<file path="src/hw/rtl/assert_macros.svh">
// ---------------------------------------------------------------------------
// assert_macros.svh
// shared concurrent assertion macros, sampled on a clock and disabled while reset is high
// ---------------------------------------------------------------------------
`ifndef ASSERT_MACROS_SVH
`define ASSERT_MACROS_SVH

// same-cycle implication
`define ASSERT_IMP(label, clk, rst, ante, cons) \
  label: assert property (@(posedge clk) disable iff (rst) (ante) |-> (cons)) \
    else $error("assertion failed: same-cycle implication");

// next-cycle implication
`define ASSERT_NEXT(label, clk, rst, ante, cons) \
  label: assert property (@(posedge clk) disable iff (rst) (ante) |=> (cons)) \
    else $error("assertion failed: next-cycle implication");

`endif

</file>
<file path="src/hw/rtl/mlaeq_ram.sv">
// ---------------------------------------------------------------------------
// mlaeq_ram
// generic single-write, single-read ram with registered read data
// ---------------------------------------------------------------------------
module mlaeq_ram #(
  parameter int WIDTH = 8,
  parameter int DEPTH = 512
) (
  input  logic                     clk,
  input  logic                     we,
  input  logic [$clog2(DEPTH)-1:0] waddr,
  input  logic [WIDTH-1:0]         wdata,
  input  logic [$clog2(DEPTH)-1:0] raddr,
  output logic [WIDTH-1:0]         rdata
);

  logic [WIDTH-1:0] mem [DEPTH];

  always_ff @(posedge clk) begin
    if (we) begin
      mem[waddr] <= wdata;
    end
    rdata <= mem[raddr];
  end

endmodule

</file>
<file path="config.mk">
export PLATFORM = sky130hd
export DESIGN_NAME = mlaeq_ram
export DESIGN_NICKNAME = d
export VERILOG_FILES = /design/src/hw/rtl/assert_macros.svh /design/src/hw/rtl/mlaeq_ram.sv
export SDC_FILE = /design/constraint.sdc
export NUM_CORES = 2
export LEC_CHECK = 0
export BUFFER_PORTS_ARGS = -buffer_cell sky130_fd_sc_hd__buf_4
export CAP_MARGIN = 10
export CORE_ASPECT_RATIO = 1.4
export CORE_MARGIN = 5
export CORE_UTILIZATION = 45
export CTS_CLUSTER_DIAMETER = 200
export DETAILED_ROUTE_END_ITERATION = 10
export GPL_ROUTABILITY_DRIVEN = 0
export PLACE_DENSITY_LB_ADDON = 0.1
export REMOVE_ABC_BUFFERS = 1
export SLEW_MARGIN = 20
export SYNTH_ARGS = -nofsm -noshare
export SYNTH_HDL_FRONTEND = slang
export SYNTH_SLANG_ARGS = --single-unit
</file>
<file path="constraint.sdc">
create_clock -name clk -period 5.4 [get_ports clk]
set_input_delay 1.08 -clock clk [delete_from_list [all_inputs] [get_ports clk]]
set_output_delay 1.08 -clock clk [all_outputs]
set_load 0.01 [all_outputs]
</file>
==> results by group <==
Synth
  • Syn Inst Count: roughly 8000
  • Library cells used by synthesis: between 50 and 60
  • Syn_area_per_cell: 19.9 µm²
  • Top FF cell, synth: edfxtp_1
  • Number of synthesized flops with an enable pin: between 4000 and 5000
  • Fraction of the yosys area taken by sequential cells: 0.770
  • Ys Warns: 0
  • Synth Register Bits: 4104
  • Async S/R FF share, synth: 0
  • Synth Cell Area: roughly 160000 µm²

Placed design
  • Port Buffers: 35
  • DP Wirelength: approximately 280000 µm
  • Placed cells: roughly 13000

CTS
  • Resized Gates After CTS: 0
  • CTS Buf Count: slightly below 400
  • Postcts setup bufs: 0
  • Root buffer cell: clkbuf_16
  • Clock Tree Buf Depth: 4
  • TritonCTS clock tree: done
  • Clock Latency Late Sink: about 920 ps
  • CTS Sinks: roughly 4100
  • Max H-tree Level: 5
  • Clock slew at reported path FFs: about 60 ps
  • CTS Hold Bufs: 0

Worst setup path
  • RR Startpoint: mem[56][0]
  • Top delay family on crit path: simple AND/OR/NAND/NOR gates
  • Worst R2R Path Depth: 8
  • Max incr delay on CP: around 650 ps
  • Crit-path max FO: 38
  • Critical path type: input port to flop
  • Setup crit start kind: input port
  • Setup slack, reg-to-reg: between 2000 and 2500 ps
  • Worst reg2reg path endpoint: rdata[0]
  • CP arrival: between 4000 and 5000 ps
  • CP Buf/Inv Count: 3
  • Slowest-stage cell, CP: nor4_2
  • WP data required: 6270 ps
  • Crit path capture type: flop
  • Worst path cell trace: buf_16 > buf_12 > buf_4 > mux2i_1 > o221ai_1 > a21oi_1 > nor4_1 > nand4_1 > nor4_2 > o2111a_1

Die
  • Core box area: 355000 µm²
  • Die width: approximately 500 µm
  • I/O pin cnt: 36
  • Die area: around 370000 µm²
  • Row count: roughly 260
  • Initial Util: 0.451
  • Die H: 715 µm

Timing
  • Worst Max-Slew Pin Slew: around 1200 ps
  • Achievable frequency: between 0.2 and 0.3 GHz
  • Part of the cycle the worst path needs: 0.731
  • RSZ-0062 raised after global routing: no
  • Fin. Hold Viols: 0
  • Min Tclk post-route: between 3000 and 4000 ps
  • Max transition margin: 0.199
  • Min Hold Slack: a little under 600 ps
  • Clock Skews: 60.9 ps
  • Final setup vio count: 0
  • Max-slew violation count: 0

Finish
  • Area occupied by multi-input gates: 34100 µm²
  • Layout Utilization: 0.511
  • Layout fillers: ~28000
  • Storage element area: roughly 120000 µm²
  • Area delta synth->final: 13.3%
  • # nets final: approximately 8500
  • Share of cells above drive strength 1: 0.205
  • Finished Layout Cells: around 14000

Min path
  • Worst hold path class: input port to flop
  • Hold endpoint: mem[122][3]
  • Hold depth: 1
  • HP Start: wdata[3]

Global route
  • GRT met1 Usage: 0.312
  • First-pass GRT wire length: roughly 640000 µm
  • Total grt overflow: 0
  • GR Util All Layers: 0.242
  • Vias in the first global route: approximately 83000
  • GR Util met2: 0.421
  • Busiest layer in global routing: met2
  • Largest net degree at the start of global routing: 151
  • Met3 usage in global routing: 0.0325
  • Initial antenna violation count: 36

Route
  • Wirelength per Cell: ~33 µm
  • Via count: between 80000 and 90000
  • DR vias/cell: approximately 6.0
  • Final WL: 452000 µm
  • DRC: 0
  • Initial DRC Count: 8412
  • 1st-pass router iterations: 6
  • Final antenna-violating net count: 0

Power
  • Sw frac: 0.214
  • P_int: about 0.052 W
  • Clk pwr share: 0.420
  • VDD IR-drop max: approximately 270 µV
  • Pwr Total: ~0.066 W
  • Reg power frac: 0.530
  • Sw Pwr: between 0.01 and 0.015 W
  • Pwr Density: ~370 nW/µm²
  • Combinational Power Share: 0.050
  • LEAKAGE: around 58 nW

Status
  • Status: finished clean

Flow run
  • Max-cap violations: 0
-- cell usage after synthesis, types with 2 or more instances --
cell type	count	area share
a2111oi_0	3	0.00016
a211o_1	2	0.00011
a211oi_1	17	0.00080
a21oi_1	194	0.0061
a22o_1	5	0.00027
a22oi_1	61	0.0029
a31oi_1	2	0.000078
and2_1	20	0.00078
and3_1	4	0.00016
and3b_1	4	0.00022
buf_1	41	0.00096
buf_12	5	0.00063
buf_2	57	0.0018
buf_4	70	0.0033
buf_6	64	0.0045
buf_8	11	0.0010
clkbuf_1	265	0.0062
dfxtp_1	8	0.0010
edfxtp_1	4096	0.77
inv_1	2	0.000047
mux2i_1	797	0.050
mux4_2	654	0.092
nand2_1	111	0.0026
nand2b_1	4	0.00016
nand3_1	36	0.0011
nand4_1	32	0.0013
nor2_1	597	0.014
nor2b_1	6	0.00023
nor3_1	109	0.0034
nor3b_1	8	0.00038
nor4_1	36	0.0014
o2111a_1	8	0.00056
o211ai_1	2	0.000094
o21ai_0	118	0.0037
o221ai_1	371	0.020
o22a_1	3	0.00016
o22ai_1	163	0.0064
o311ai_0	5	0.00027
o31ai_1	13	0.00061
o41ai_1	7	0.00038
or2_2	4	0.00016
or3_1	6	0.00023
-- placed cells by master (no fill, tap or decap), drive strengths merged, types with 6 or more instances in the layout --
cell type	synthesis	routed
o41ai	7	7
dfxtp	8	8
mux4	654	654
nor3b	8	8
buf	248	557
nor2	597	597
or3	6	6
o311ai	6	6
clkinvlp	0	11
nand2	111	111
nor4	36	36
and2	20	20
nand3	36	36
o21ai	119	119
a211oi	17	17
inv	3	15
o2111a	8	8
a22oi	61	61
clkbuf	265	490
clkinv	0	165
mux2i	797	797
nor2b	6	6
bufinv	0	46
nor3	109	109
o31ai	13	13
o22ai	163	163
nand4	32	32
a21oi	194	194
edfxtp	4096	4096
o221ai	372	372
-- registers in the layout, indices dropped and copies added (netlist names) --
register,flops
rdata,8
mem,4096
-- cell families (layout without fill, tap and decap cells) --
group,Yosys count,count (layout),synth area share
flops,4104,4104,0.770
mux,1451,1451,0.142
compound gates,979,979,0.0431
buf+inv,516,1284,0.0185
other cells,0,5,0
simple gates,980,980,0.0263
-- worst max path at each step --
| stage | startpoint | endpoint | slack, ps | cells past startpoint |
|---|---|---|---|---|
| finish | raddr[0] | rdata[7] | 1450 | 10 |
| global route | raddr[0] | rdata[7] | 1290 | 12 |
| CTS | raddr[0] | rdata[7] | 1490 | 12 |
| detailed placement | raddr[0] | rdata[7] | 490 | 12 |
| floorplan | raddr[2] | rdata[6] | -4310 | 7 |
| global placement | raddr[2] | rdata[0] | -260 | 10 |
-- power groups by stage --
stage	registers (W)	logic (W)	clock network [W]
floorplan	0.0358	0.00122	0
global placement	0.0358	0.00332	0
detailed placement	0.0358	0.00337	0
CTS	0.0351	0.00337	0.0283
global route	0.0351	0.00349	0.0296
finish	0.0351	0.00333	0.0278
-- metal layers --
layer | vias to the layer above | wire (µm)
li1 | 34314 | -
met1 | 43283 | 175000
met4 | 20 | 20100
met3 | 753 | 25900
met5 | - | 118
met2 | 2893 | 231000
-- metrics by stage --
stage / setup TNS [ps] / setup slack, ps / area, µm²
after floorplan: -34060 / -4310 / 157000
after global placement: -256 / -256 / 168000
after detailed placement: 0 / 493 / 168000
after CTS: 0 / 1490 / 181000
after global routing: 0 / 1290 / 181000
final: 0 / 1450 / 181000
-- worst reg2reg max path: stages, from the launching register on --
cell and delay (ps):
edfxtp_1 330, mux2i_1 90, o221ai_1 440, a21oi_1 230
nor4_1 620, nand4_1 400, nor4_4 390, buf_6 210
o2111a_1 200
-- layout make-up --
cell class	instances	area share
Sequential cell	4104	0.680
Multi-Input combinational cell	3410	0.188
Clock buffer	489	0.0576
Tap cell	4698	0.0324
Timing Repair Buffer	558	0.0293
Clock inverter	234	0.0129
Inverter	3	0.000104
Antenna cell	5	0.0000690
(Power assumes the default switching activity.)
